[config.mk]
export PLATFORM = sky130hd
export DESIGN_NAME = jump_hash_bucket_select_flat
export DESIGN_NICKNAME = d
export VERILOG_FILES = /design/src/design/jhb_pkg.sv /design/src/design/jhb_channels.sv /design/src/design/jhb_lcg_step.sv /design/src/design/jhb_jump_div.sv /design/src/design/jump_hash_bucket_select.sv /design/src/flat_wrapper.sv
export VERILOG_INCLUDE_DIRS = /design/src /design/src/design
export SDC_FILE = /design/constraint.sdc
export NUM_CORES = 1
export LEC_CHECK = 0
export BUFFER_PORTS_ARGS = -buffer_cell sky130_fd_sc_hd__buf_2
export CAP_MARGIN = 20
export CORE_ASPECT_RATIO = 0.9
export CORE_UTILIZATION = 50
export CTS_CLUSTER_DIAMETER = 100
export DETAILED_ROUTE_END_ITERATION = 8
export PLACE_DENSITY_LB_ADDON = 0.2
export REMOVE_ABC_BUFFERS = 1
export SYNTH_ARGS = -nofsm -noshare
export SYNTH_HDL_FRONTEND = slang
export SYNTH_HIERARCHICAL = 1
export SYNTH_SLANG_ARGS = --single-unit
[constraint.sdc]
create_clock -name clock -period 6.16 [get_ports clock]
set_input_delay 0.308 -clock clock [delete_from_list [all_inputs] [get_ports clock]]
set_output_delay 0.308 -clock clock [all_outputs]
set_load 0.005 [all_outputs]
[src/design/assert_macros.svh]
// Assertion helpers for the RTL files.
`ifndef ASSERT_MACROS_SVH
`define ASSERT_MACROS_SVH

// Clocked check, masked while reset is high.
`define JHB_ASSERT(lbl, prop, msg) \
   lbl: assert property (@(posedge clock) disable iff (reset) (prop)) else $error(msg);

// Clocked check that also holds during reset.
`define JHB_ASSERT_ALWAYS(lbl, prop, msg) \
   lbl: assert property (@(posedge clock) (prop)) else $error(msg);

`endif

[src/design/jhb_pkg.sv]
`default_nettype none
package jhb_pkg;

   // Field widths
   localparam int KEY_W   = 64;
   localparam int COUNT_W = 31;

   // Linear congruential step: key = key * LCG_MULT + 1
   localparam logic [KEY_W-1:0] LCG_MULT = 64'h27BB_2EE6_87B0_B0FD;
   localparam int MUL_CNT_W = 6;

   // Jump division: ((b + 1) << 31) / ((key >> 33) + 1)
   localparam int KEY_SHIFT = 33;
   localparam int NUM_W     = COUNT_W + 31;
   localparam int DIV_W     = KEY_W - KEY_SHIFT + 1;
   localparam int DIV_CNT_W = 6;

   typedef enum logic [1:0] {
      ST_IDLE,
      ST_MUL,
      ST_DIV,
      ST_DONE
   } jhb_state_type;

   typedef struct packed {
      logic ready;
      logic mul_start;
      logic div_start;
      logic rsp_load;
   } jhb_ctl_type;

endpackage
`default_nettype wire

[src/design/jhb_channels.sv]
`default_nettype none
interface jhb_req_if;
   import jhb_pkg::*;
   logic               valid;
   logic               ready;
   logic [KEY_W-1:0]   key_hash;

   modport source (output valid, output key_hash, input ready);
   modport sink   (input valid, input key_hash, output ready);
endinterface

interface jhb_rsp_if;
   import jhb_pkg::*;
   logic               valid;
   logic               ready;
   logic [COUNT_W-1:0] bucket_index;
   logic               no_buckets;

   modport source (output valid, output bucket_index, output no_buckets, input ready);
   modport sink   (input valid, input bucket_index, input no_buckets, output ready);
endinterface
`default_nettype wire

[src/design/jhb_lcg_step.sv]
`default_nettype none
module jhb_lcg_step (
   input  logic                       clock,
   input  logic                       reset,
   input  logic                       start,
   input  logic [jhb_pkg::KEY_W-1:0]  key_in,
   output logic                       done,
   output logic [jhb_pkg::KEY_W-1:0]  key_out
);
   import jhb_pkg::*;

   localparam logic [MUL_CNT_W-1:0] MUL_LAST = MUL_CNT_W'(KEY_W - 1);

   logic                 active_ff;
   logic                 done_ff;
   logic [MUL_CNT_W-1:0] cnt_ff;
   logic [KEY_W-1:0]     mcand_ff;
   logic [KEY_W-1:0]     mplier_ff;
   logic [KEY_W-1:0]     acc_ff;

   // Sequence one multiplier bit per cycle
   always_ff @(posedge clock) begin
      if (reset) begin
         active_ff <= 1'b0;
         done_ff   <= 1'b0;
         cnt_ff    <= '0;
      end else begin
         done_ff <= 1'b0;
         if (start) begin
            active_ff <= 1'b1;
            cnt_ff    <= '0;
         end else if (active_ff) begin
            cnt_ff <= cnt_ff + 1'b1;
            if (cnt_ff == MUL_LAST) begin
               active_ff <= 1'b0;
               done_ff   <= 1'b1;
            end
         end
      end
   end

   // Shift-and-add, modulo 2^64; accumulator starts at the +1 term
   always_ff @(posedge clock) begin
      if (start) begin
         mcand_ff  <= key_in;
         mplier_ff <= LCG_MULT;
         acc_ff    <= KEY_W'(1);
      end else if (active_ff) begin
         if (mplier_ff[0]) begin
            acc_ff <= acc_ff + mcand_ff;
         end
         mcand_ff  <= {mcand_ff[KEY_W-2:0], 1'b0};
         mplier_ff <= {1'b0, mplier_ff[KEY_W-1:1]};
      end
   end

   assign done    = done_ff;
   assign key_out = acc_ff;

endmodule
`default_nettype wire

[src/design/jhb_jump_div.sv]
`default_nettype none
module jhb_jump_div (
   input  logic                         clock,
   input  logic                         reset,
   input  logic                         start,
   input  logic [jhb_pkg::COUNT_W-1:0]  b_plus_one,
   input  logic [jhb_pkg::KEY_W-1:0]    key_in,
   output logic                         done,
   output logic [jhb_pkg::NUM_W-1:0]    quotient
);
   import jhb_pkg::*;

   localparam logic [DIV_CNT_W-1:0] DIV_LAST = DIV_CNT_W'(NUM_W - 1);

   logic                 active_ff;
   logic                 done_ff;
   logic [DIV_CNT_W-1:0] cnt_ff;
   logic [NUM_W-1:0]     num_ff;
   logic [DIV_W-1:0]     rem_ff;
   logic [DIV_W-1:0]     divisor_ff;
   logic [DIV_W:0]       shifted;
   logic [DIV_W:0]       trial;

   // Sequence one quotient bit per cycle
   always_ff @(posedge clock) begin
      if (reset) begin
         active_ff <= 1'b0;
         done_ff   <= 1'b0;
         cnt_ff    <= '0;
      end else begin
         done_ff <= 1'b0;
         if (start) begin
            active_ff <= 1'b1;
            cnt_ff    <= '0;
         end else if (active_ff) begin
            cnt_ff <= cnt_ff + 1'b1;
            if (cnt_ff == DIV_LAST) begin
               active_ff <= 1'b0;
               done_ff   <= 1'b1;
            end
         end
      end
   end

   // Restoring step: shift in the next dividend bit, subtract when it fits
   always_comb begin
      shifted = {rem_ff, num_ff[NUM_W-1]};
      trial   = shifted - {1'b0, divisor_ff};
   end

   always_ff @(posedge clock) begin
      if (start) begin
         num_ff     <= {b_plus_one, (NUM_W - COUNT_W)'(0)};
         rem_ff     <= '0;
         divisor_ff <= {1'b0, key_in[KEY_W-1:KEY_SHIFT]} + 1'b1;
      end else if (active_ff) begin
         if (trial[DIV_W]) begin
            rem_ff <= shifted[DIV_W-1:0];
            num_ff <= {num_ff[NUM_W-2:0], 1'b0};
         end else begin
            rem_ff <= trial[DIV_W-1:0];
            num_ff <= {num_ff[NUM_W-2:0], 1'b1};
         end
      end
   end

   assign done     = done_ff;
   assign quotient = num_ff;

endmodule
`default_nettype wire

[src/design/jump_hash_bucket_select.sv]
// Jump consistent hash bucket select, one item at a time.
// With zero buckets no jump is run; otherwise each jump runs a bit-serial LCG multiply
// and then a restoring divide, and the result goes to the output register at the end.
// Jumps per item average ln(bucket_count) + 1; the next item is taken the cycle after the
// result is loaded into the output register, and none is taken while an item is in flight.
// Reset (synchronous, active high) clears bucket_count, the sequencer and the output valid.
`default_nettype none
module jump_hash_bucket_select (
   input  logic                        clock,
   input  logic                        reset,
   input  logic                        csr_wr_en,
   input  logic [jhb_pkg::COUNT_W-1:0] csr_wr_data,
   jhb_req_if.sink                     req_ch,
   jhb_rsp_if.source                   rsp_ch
);
   import jhb_pkg::*;

   `include "assert_macros.svh"

   jhb_state_type        state_ff;
   jhb_state_type        state_in;
   jhb_ctl_type          ctl;
   logic [COUNT_W-1:0]   count_ff;
   logic [COUNT_W-1:0]   b_ff;
   logic                 empty_ff;
   logic                 rsp_valid_ff;
   logic [COUNT_W-1:0]   rsp_bucket_ff;
   logic                 rsp_empty_ff;
   logic                 req_fire;
   logic                 out_free;
   logic                 count_zero;
   logic                 jump_below;
   logic                 rsp_in_range;
   logic                 mul_done;
   logic                 div_done;
   logic [KEY_W-1:0]     mul_key_in;
   logic [KEY_W-1:0]     lcg_key;
   logic [NUM_W-1:0]     jump;

   // Bucket count register
   always_ff @(posedge clock) begin
      if (reset) begin
         count_ff <= '0;
      end else if (csr_wr_en) begin
         count_ff <= csr_wr_data;
      end
   end

   assign req_fire   = req_ch.valid && ctl.ready;
   assign out_free   = !rsp_valid_ff || rsp_ch.ready;
   assign count_zero = (count_ff == '0);
   assign jump_below = (jump[NUM_W-1:COUNT_W] == '0) && (jump[COUNT_W-1:0] < count_ff);

   // First step takes the incoming key, later steps chain the last one
   assign mul_key_in = (state_ff == ST_IDLE) ? req_ch.key_hash : lcg_key;

   jhb_lcg_step u_lcg (
      .clock   (clock),
      .reset   (reset),
      .start   (ctl.mul_start),
      .key_in  (mul_key_in),
      .done    (mul_done),
      .key_out (lcg_key)
   );

   jhb_jump_div u_div (
      .clock      (clock),
      .reset      (reset),
      .start      (ctl.div_start),
      .b_plus_one (b_ff + 1'b1),
      .key_in     (lcg_key),
      .done       (div_done),
      .quotient   (jump)
   );

   // Next state
   always_comb begin
      state_in = state_ff;
      unique case (state_ff)
         ST_IDLE: begin
            if (req_fire) begin
               state_in = count_zero ? ST_DONE : ST_MUL;
            end
         end
         ST_MUL: begin
            if (mul_done) begin
               state_in = ST_DIV;
            end
         end
         ST_DIV: begin
            if (div_done) begin
               state_in = jump_below ? ST_MUL : ST_DONE;
            end
         end
         ST_DONE: begin
            if (out_free) begin
               state_in = ST_IDLE;
            end
         end
         default: state_in = ST_IDLE;
      endcase
   end

   // Sequencer outputs
   always_comb begin
      ctl = '0;
      unique case (state_ff)
         ST_IDLE: begin
            ctl.ready     = 1'b1;
            ctl.mul_start = req_ch.valid && !count_zero;
         end
         ST_MUL: begin
            ctl.div_start = mul_done;
         end
         ST_DIV: begin
            ctl.mul_start = div_done && jump_below;
         end
         ST_DONE: begin
            ctl.rsp_load = out_free;
         end
         default: ctl = '0;
      endcase
   end

   always_ff @(posedge clock) begin
      if (reset) begin
         state_ff <= ST_IDLE;
      end else begin
         state_ff <= state_in;
      end
   end

   // Track the last candidate below the bucket count
   always_ff @(posedge clock) begin
      if (req_fire) begin
         b_ff     <= '0;
         empty_ff <= count_zero;
      end else if (state_ff == ST_DIV && div_done && jump_below) begin
         b_ff <= jump[COUNT_W-1:0];
      end
   end

   // Output register; frees the sequencer while the item waits
   always_ff @(posedge clock) begin
      if (reset) begin
         rsp_valid_ff <= 1'b0;
      end else if (ctl.rsp_load) begin
         rsp_valid_ff <= 1'b1;
      end else if (rsp_ch.ready) begin
         rsp_valid_ff <= 1'b0;
      end
   end

   always_ff @(posedge clock) begin
      if (ctl.rsp_load) begin
         rsp_bucket_ff <= b_ff;
         rsp_empty_ff  <= empty_ff;
      end
   end

   assign req_ch.ready        = ctl.ready;
   assign rsp_ch.valid        = rsp_valid_ff;
   assign rsp_ch.bucket_index = rsp_bucket_ff;
   assign rsp_ch.no_buckets   = rsp_empty_ff;

   assign rsp_in_range = (rsp_bucket_ff < count_ff);

   `JHB_ASSERT(a_mul_done_in_mul, mul_done |-> state_ff == ST_MUL, "multiply finished outside MUL")
   `JHB_ASSERT(a_div_done_in_div, div_done |-> state_ff == ST_DIV, "divide finished outside DIV")
   `JHB_ASSERT(a_bucket_below, rsp_valid_ff && !rsp_empty_ff |-> rsp_in_range, "bucket too high")
   `JHB_ASSERT_ALWAYS(a_ready_only_idle, req_ch.ready |-> state_ff == ST_IDLE, "ready not in IDLE")

endmodule
`default_nettype wire
[src/flat_wrapper.sv]
// flat-port wrapper written by rule: the top's interface ports become plain ports
module jump_hash_bucket_select_flat import jhb_pkg::*;
  (clock, reset, csr_wr_en, csr_wr_data, req_ch_valid, req_ch_key_hash, req_ch_ready, rsp_ch_valid, rsp_ch_bucket_index, rsp_ch_no_buckets, rsp_ch_ready);
  jhb_req_if req_ch_i ();
  jhb_rsp_if rsp_ch_i ();
  input  logic clock;
  input  logic reset;
  input  logic csr_wr_en;
  input  logic [jhb_pkg::COUNT_W-1:0] csr_wr_data;
  input wire logic [$bits(req_ch_i.valid)-1:0] req_ch_valid;
  input wire logic [$bits(req_ch_i.key_hash)-1:0] req_ch_key_hash;
  output wire logic [$bits(req_ch_i.ready)-1:0] req_ch_ready;
  output wire logic [$bits(rsp_ch_i.valid)-1:0] rsp_ch_valid;
  output wire logic [$bits(rsp_ch_i.bucket_index)-1:0] rsp_ch_bucket_index;
  output wire logic [$bits(rsp_ch_i.no_buckets)-1:0] rsp_ch_no_buckets;
  input wire logic [$bits(rsp_ch_i.ready)-1:0] rsp_ch_ready;
  assign req_ch_i.valid = req_ch_valid;
  assign req_ch_i.key_hash = req_ch_key_hash;
  assign req_ch_ready = req_ch_i.ready;
  assign rsp_ch_valid = rsp_ch_i.valid;
  assign rsp_ch_bucket_index = rsp_ch_i.bucket_index;
  assign rsp_ch_no_buckets = rsp_ch_i.no_buckets;
  assign rsp_ch_i.ready = rsp_ch_ready;
  jump_hash_bucket_select u_core (.clock(clock), .reset(reset), .csr_wr_en(csr_wr_en), .csr_wr_data(csr_wr_data), .req_ch(req_ch_i), .rsp_ch(rsp_ch_i));
endmodule
==> results.json, run 1 <==
{
  "r2r_slack_ps": 2200,
  "cp_max_fo": 26,
  "crit_path_start_kind": "flip-flop",
  "fin_nets": 2836,
  "clockBufferDepth": 3,
  "h-tree-depth": 2,
  "switching_share_pct": 31.7,
  "finalSetupViolations": 0,
  "wire_per_inst_um": 17.7,
  "clk_latency_ps": 590,
  "nFillCells": 4184,
  "routed_via_density": 5.71,
  "start_util_pct": 50.9,
  "synth-edff-count": 160,
  "grt_use_total_pct": 22.9,
  "synth_area_um2": 24500,
  "via_count": 18652,
  "maxCapViolCount": 0,
  "cts_setup_buffers": 0,
  "relSlewSlack_pct": 25.6,
  "hold_path.class": "primary input to flip-flop",
  "cts_resized": 0,
  "pwr-share-seq_pct": 41.4,
  "r2r_start": "u_core/u_div/quotient[61]",
  "p_clk_share_pct": 31.9,
  "row_count": 76,
  "post-synth-top-area-fraction_pct": 22.1,
  "crit_start": "u_core/u_div/quotient[61]",
  "grt_max_degree": 174,
  "endpoint": "u_core/u_div/rem_ff[6]",
  "rsz0062_at_grt": "false",
  "cts_tree": "done",
  "cts-root-buf": "clkbuf_16",
  "ir_drop_mv": 0.222,
  "fin_crit_sh_pct": 64.4,
  "max_freq_mhz": 252,
  "combPwrFrac_pct": 26.7,
  "die-area_um2": 49900,
  "synthToLayoutAreaGrowth_pct": 10.9,
  "antenna_left": 0,
  "status": "finished, final reports clean",
  "gp_congestion": 0.887,
  "netlist-cell-type-count": 96,
  "numCtsBuffers": 46,
  "grt_overflow": 0,
  "cts.clk_slew.worst_paths_ps": 60,
  "first_iter_violations": 1160,
  "hpwlAfterDp_mm": 40.7,
  "cts_sinks": 430,
  "design_area_um2": 27200,
  "grt_pass1_wl_mm": 93.8,
  "postSynthCellCount": 2526,
  "synth_area_per_cell_um2": 9.70,
  "crit_path_end_kind": "flip-flop",
  "slew_violations": 0,
  "synthTopCellsByArea": "dfxtp_1 22%, edfxtp_1 20%, ha_1 6.6%, mux2_2 5.8%, mux2i_1 5.8%",
  "synth_ff_type": "dfxtp_1",
  "final_layout_size_suffix_gt1_share_pct": 15.0,
  "io_buffer_count": 133,
  "setup.worst_path.class": "flip-flop to flip-flop",
  "dpl-instance-area_um2": 25400,
  "min_period_ps": 3960,
  "die_w_um": 235,
  "core_um2": 48100,
  "skew_ps": 20.8,
  "yosys_warnings": 6,
  "power.total_uw": 8550,
  "hold_viol_final": 0,
  "async_flop_share_pct": 0,
  "antenna_found_initial": 2,
  "switchingPower_uw": 2710,
  "grt_pass1_vias": 18044,
  "worst_slew_pin_slew_ps": 1110,
  "dr.pass1.iters": 6,
  "yosys.area.top_type": "dfxtp_1",
  "r2r-end": "u_core/u_div/rem_ff[6]",
  "internal-power_uw": 5840,
  "pin_count": 134,
  "setup_tns_ps": 0,
  "seq_area_frac_synth_pct": 41.7,
  "reg2reg_depth": 13,
  "die_h_um": 212,
  "powerDensity_nw_per_um2": 314,
  "cp.required_ps": 6580,
  "ys_seq_elements": 430,
  "leakagePower_uw": 0.0110,
  "worstPathArrival_ps": 4390,
  "wirelength_mm": 57.9,
  "drc": 0
}
how the worst min path moves through the flow:
stage	from	endpoint	cells past startpoint
2_1_floorplan	reset	u_core/state_ff[0]	1
5_1_grt	csr_wr_data[12]	u_core/count_ff[12]	3
6_report	csr_wr_data[12]	u_core/count_ff[12]	3
3_5_place_dp	u_core/empty_ff	u_core/rsp_ch.no_buckets	0
4_1_cts	csr_wr_data[12]	u_core/count_ff[12]	3
3_3_place_gp	u_core/empty_ff	u_core/rsp_ch.no_buckets	0
critical path, cell delays in order, from the launching register on:
cell and delay (ps):
edfxtp_1 370, inv_1 50, ha_1 220, fa_1 400, nand2b_1 180, a21oi_1 160
a211oi_2 100, o21ai_2 320, a31oi_4 190, o31ai_4 330, xor2_4 760, buf_4 390
mux2i_1 220, a211oi_1 90
routing by layer:
layer	track usage, %	share of wire [%]	up-vias
met5	0	0	-
met4	6.18	2.0	0
met3	3.58	4.7	100
met2	37.1	45	457
met1	32.0	48	8866
li1	-	-	9229
what timing repair did:
item,in CTS,in global routing
setup endpoints to repair,0,0
hold buffers,30,0
endpoints found under the hold margin,30,0
placed cells by master, fill, tap and decap left out, types with 7 or more instances in the layout:
cell type / instances
o211ai_1: 9
nand2b_1: 13
dfxtp_1: 268
o21ai_0: 66
clkbuf_16: 50
nor2b_1: 44
a22o_1: 35
a21oi_1: 161
a31oi_1: 12
edfxtp_1: 160
dlygate4sd3_1: 30
nor4_1: 21
o21ai_1: 26
and2_1: 9
inv_1: 92
ha_1: 130
and3_1: 15
xor2_1: 66
a21o_1: 65
clkbuf_1: 20
buf_4: 13
nand3_1: 42
o31ai_1: 7
nand2_1: 279
and4_1: 7
nor2_1: 207
o21bai_1: 17
nand4_1: 51
o21a_1: 13
or3_1: 14
a211o_1: 37
mux2_2: 127
mux2i_1: 142
nor3_1: 21
buf_2: 133
xnor2_1: 86
a211oi_1: 26
cell families (layout without fill, tap and decap cells):
logic type,Yosys count,count (layout),synth area share (%)
adder cells (fa/ha/maj),132,132,6.80
buffers and inverters,241,357,4.52
multiplexers,269,269,11.6
flip-flops,430,430,41.7
other,0,2,0
AO/OA/AOI/OAI,542,542,15.4
AND/OR/NAND/NOR,759,759,14.5
XOR/XNOR,153,153,5.50
stage by stage:
| step | worst slack [ps] | util (%) | std cells | hold slack, ps |
|---|---|---|---|---|
| after floorplan | -8760 | - | 2378 | 380 |
| after global placement | 2280 | 52.7 | 3149 | 414 |
| after detailed placement | 2190 | 52.8 | 3150 | 422 |
| after CTS | 2180 | 56.5 | 3266 | 1.47 |
| after global routing | 1920 | 56.5 | 3268 | 8.34 |
| final | 2200 | 56.5 | 3268 | 26.7 |
cell usage after synthesis, types with 7 or more instances:
master and number:
or3_1 14, nand3_1 42, o211ai_1 9, a211oi_1 26, edfxtp_1 160, a22o_1 35, nand4_1 51, a31oi_1 12
buf_2 8, nor4_1 21, nand2_1 281, nor3_1 21, xnor2_1 86, inv_1 92, and4_1 7, o21ai_0 66
a21oi_1 161, buf_1 12, mux2i_1 142, a211o_1 37, and2_1 9, o21ai_1 26, o31ai_1 7, o21a_1 13
o21bai_1 18, and3_1 15, mux2_2 127, nand2b_1 13, a21o_1 65, nor2b_1 44, buf_4 9, dfxtp_1 270
ha_1 130, xor2_1 66, buf_6 9, nor2_1 211, clkbuf_8 7, clkbuf_1 98
power by group through the flow:
stage	clock, uW	combinational [uW]	sequential (uW)
final	2730	2280	3540
after CTS	2790	2260	3540
after global placement	0	2200	3590
after detailed placement	0	2230	3600
after global routing	2900	2520	3580
after floorplan	0	1810	3500
sequential cells by signal (all words and copies together) (netlist names), 2 cells and up:
| register | cells |
|---|---|
| u_core/b_ff | 31 |
| u_core/u_div/cnt_ff | 6 |
| u_core/u_lcg/key_out | 64 |
| u_core/u_lcg/cnt_ff | 6 |
| u_core/u_div/divisor_ff | 32 |
| u_core/u_lcg/mcand_ff | 64 |
| u_core/u_div/quotient | 62 |
| u_core/state_ff | 2 |
| u_core/u_div/rem_ff | 32 |
| u_core/count_ff | 31 |
| u_core/u_lcg/mplier_ff | 62 |
| u_core/rsp_ch.bucket_index | 31 |
layout make-up:
| type | count | area, um^2 | share of cell area (%) |
|---|---|---|---|
| Sequential cell | 430 | 10200 | 37.6 |
| Multi-Input combinational cell | 1855 | 13200 | 48.7 |
| Clock buffer | 73 | 1370 | 5.03 |
| Clock inverter | 13 | 115 | 0.424 |
| Antenna cell | 2 | 5.00 | 0.0184 |
| Inverter | 93 | 349 | 1.28 |
| Timing Repair Buffer | 178 | 1110 | 4.09 |
| Tap cell | 624 | 781 | 2.87 |
No activity file was read; power rests on OpenSTA's default activity.
==> run 2, diff against run 1 <==
==> constraint.sdc (replaced) <==
create_clock -name clock -period 3.7 [get_ports clock]
set_input_delay 0.185 -clock clock [delete_from_list [all_inputs] [get_ports clock]]
set_output_delay 0.185 -clock clock [all_outputs]
set_load 0.005 [all_outputs]
==> results.json, run 2 (same netlist as run 1, synthesis figures left out) <==
{
  "status": "finished, final reports clean",
  "rsz0062_at_grt": "false",
  "grt_pass1_wl_mm": 94.6,
  "relSlewSlack_pct": 33.9,
  "combPwrFrac_pct": 27.1,
  "hold_path_end": "u_core/u_lcg/mcand_ff[54]",
  "row_count": 76,
  "hold_path.class": "primary input to flip-flop",
  "finalSetupViolations": 0,
  "antenna_found_initial": 3,
  "gp_congestion": 0.938,
  "cts_sinks": 430,
  "r2r-end": "u_core/u_lcg/key_out[62]",
  "hold_depth": 3,
  "antenna_left": 0,
  "cp_max_fo": 3,
  "cts-root-buf": "clkbuf_16",
  "pwr-share-seq_pct": 40.1,
  "hold_viol_final": 0,
  "slowest_stage": "fa_1",
  "dr_wl_met2_mm": 26.5,
  "reg2reg_depth": 15,
  "h-tree-depth": 2,
  "grt_overflow": 0,
  "grt_max_degree": 113,
  "dr.pass1.iters": 6,
  "cp.required_ps": 4190,
  "dr.max_layer_used": "met4",
  "worstPathArrival_ps": 3930,
  "ir_drop_mv": 0.351,
  "p_clk_share_pct": 32.7,
  "die-area_um2": 49900,
  "final_common_cell": "nand2_1",
  "wire_per_inst_um": 17.7,
  "core_um2": 48100,
  "final-seq-area_um2": 10200,
  "nFillCells": 4068,
  "r2r_slack_ps": 250,
  "start_util_pct": 50.9,
  "switching_share_pct": 31.8,
  "routed_via_density": 5.67,
  "slew_violations": 0,
  "synthToLayoutAreaGrowth_pct": 13.1,
  "crit_start": "u_core/u_lcg/mcand_ff[0]",
  "fin_hold_ws_ps": 31.6,
  "cts_tree": "done",
  "skew_ps": 24.6,
  "wirelength_mm": 58.6,
  "dpl-instance-area_um2": 25600,
  "leakagePower_uw": 0.0112,
  "powerDensity_nw_per_um2": 526,
  "r2r_start": "u_core/u_lcg/mcand_ff[0]",
  "final_layout_size_suffix_gt1_share_pct": 16.0,
  "die_h_um": 212,
  "fin_crit_sh_pct": 93.2,
  "worstPathCellList": "ha_1 -> fa_1 -> a21o_2 -> a221oi_4 -> buf_4 -> a311oi_1 -> nor3b_1 -> buf_4 -> a21oi_2 -> o22ai_4 -> o41ai_4 -> a21oi_2 -> o21ai_1 -> xnor2_1 -> o21ai_1",
  "clk_latency_ps": 600,
  "drt-met1-wl_mm": 28.4,
  "via_count": 18815,
  "numCtsBuffers": 47,
  "setup_tns_ps": 0,
  "slowest_delay_ps": 420,
  "worst_slew_pin_slew_ps": 991,
  "first_iter_violations": 1434,
  "switchingPower_uw": 4630,
  "cts.clk_slew.worst_paths_ps": 60,
  "fin_nets": 2882,
  "hpwlAfterDp_mm": 41.5,
  "wl_met3_mm": 2.29,
  "design_area_um2": 27700,
  "drc": 0,
  "fin_cells": 3316,
  "clockBufferDepth": 3,
  "maxCapViolCount": 0,
  "crit_path_end_kind": "flip-flop",
  "grt_use_total_pct": 23.2,
  "io_buffer_count": 133,
  "pin_count": 134,
  "setup.worst_path.class": "flip-flop to flip-flop",
  "crit_path_start_kind": "flip-flop",
  "internal-power_uw": 9950,
  "cts_setup_buffers": 0,
  "final_cell_mix": "279 x nand2_1, 268 x dfxtp_1, 207 x nor2_1",
  "multi_input_area_um2": 13200,
  "die_w_um": 235,
  "dp_cells": 3177,
  "grt_pass1_vias": 18218,
  "min_period_ps": 3450,
  "max_freq_mhz": 290,
  "worstHoldStart": "req_ch_key_hash[54]"
}
[run 2: changes by cell type in the layout (fill, tap and decap cells not counted), sizes merged]
cell / delta
clkinv: +8
clkbuf: -7
bufinv: +2
buf: +27
clkinvlp: -1
dlygate4sd3: +18
diode: +1
[run 2: power groups by stage]
stage | registers (uW) | clock network (uW) | logic [uW]
final | 5850 | 4770 | 3960
after global placement | 5930 | 0 | 3800
after detailed placement | 5950 | 0 | 3840
after floorplan | 5820 | 0 | 3020
after CTS | 5850 | 4880 | 3910
after global routing | 5920 | 5070 | 4370
[run 2: final cells by class]
class                      count  share of cell area, %
clock buffer                  66                   4.85
antenna                        3                 0.0271
sequential                   430                   36.9
clock inverter                22                  0.863
multi-input combinational   1855                   47.8
tap                          624                   2.82
timing repair buffer         223                   5.46
inverter                      93                   1.26
[run 2: worst max-delay path by stage]
| stage | end | slack (ps) | cells after the start |
|---|---|---|---|
| detailed placement | u_core/u_lcg/key_out[58] | 80 | 15 |
| global placement | u_core/u_lcg/key_out[62] | 140 | 15 |
| CTS | u_core/u_lcg/key_out[58] | 80 | 15 |
| global route | u_core/u_lcg/key_out[62] | 10 | 15 |
| finish | u_core/u_lcg/key_out[62] | 250 | 15 |
| floorplan | u_core/u_lcg/key_out[32] | -11220 | 5 |
[run 2: critical path, delay by kind of cell (launching register included)]
kind | cells | cell delay (ps)
AO/OA/AOI/OAI | 9 | 1530
XOR/XNOR | 1 | 140
adder cells (fa/ha/maj) | 2 | 640
buffers and inverters | 2 | 360
flip-flops | 1 | 390
AND/OR/NAND/NOR | 1 | 300
[run 2: timing repair]
action | 4_1_cts | 5_1_grt
hold endpoints to repair | 49 | 0
gates resized for setup | 0 | 2
endpoints found under the setup margin | 0 | 5
hold buffers | 48 | 0
[run 2: metrics by stage]
step                      setup slack [ps]  utilization [%]  power (uW)
after floorplan                     -11220                -        8840
after detailed placement              83.7             53.2        9790
after global placement                 143             53.2        9720
after global routing                  9.82             57.6       15400
final                                  252             57.6       14600
after CTS                             75.2             57.5       14600
[run 2: layer usage]
metal | track usage [%] | up-vias
met1 | 32.7 | 8978
met2 | 37.3 | 407
met5 | 0 | -
met4 | 7.62 | 0
li1 | - | 9337
met3 | 2.45 | 93
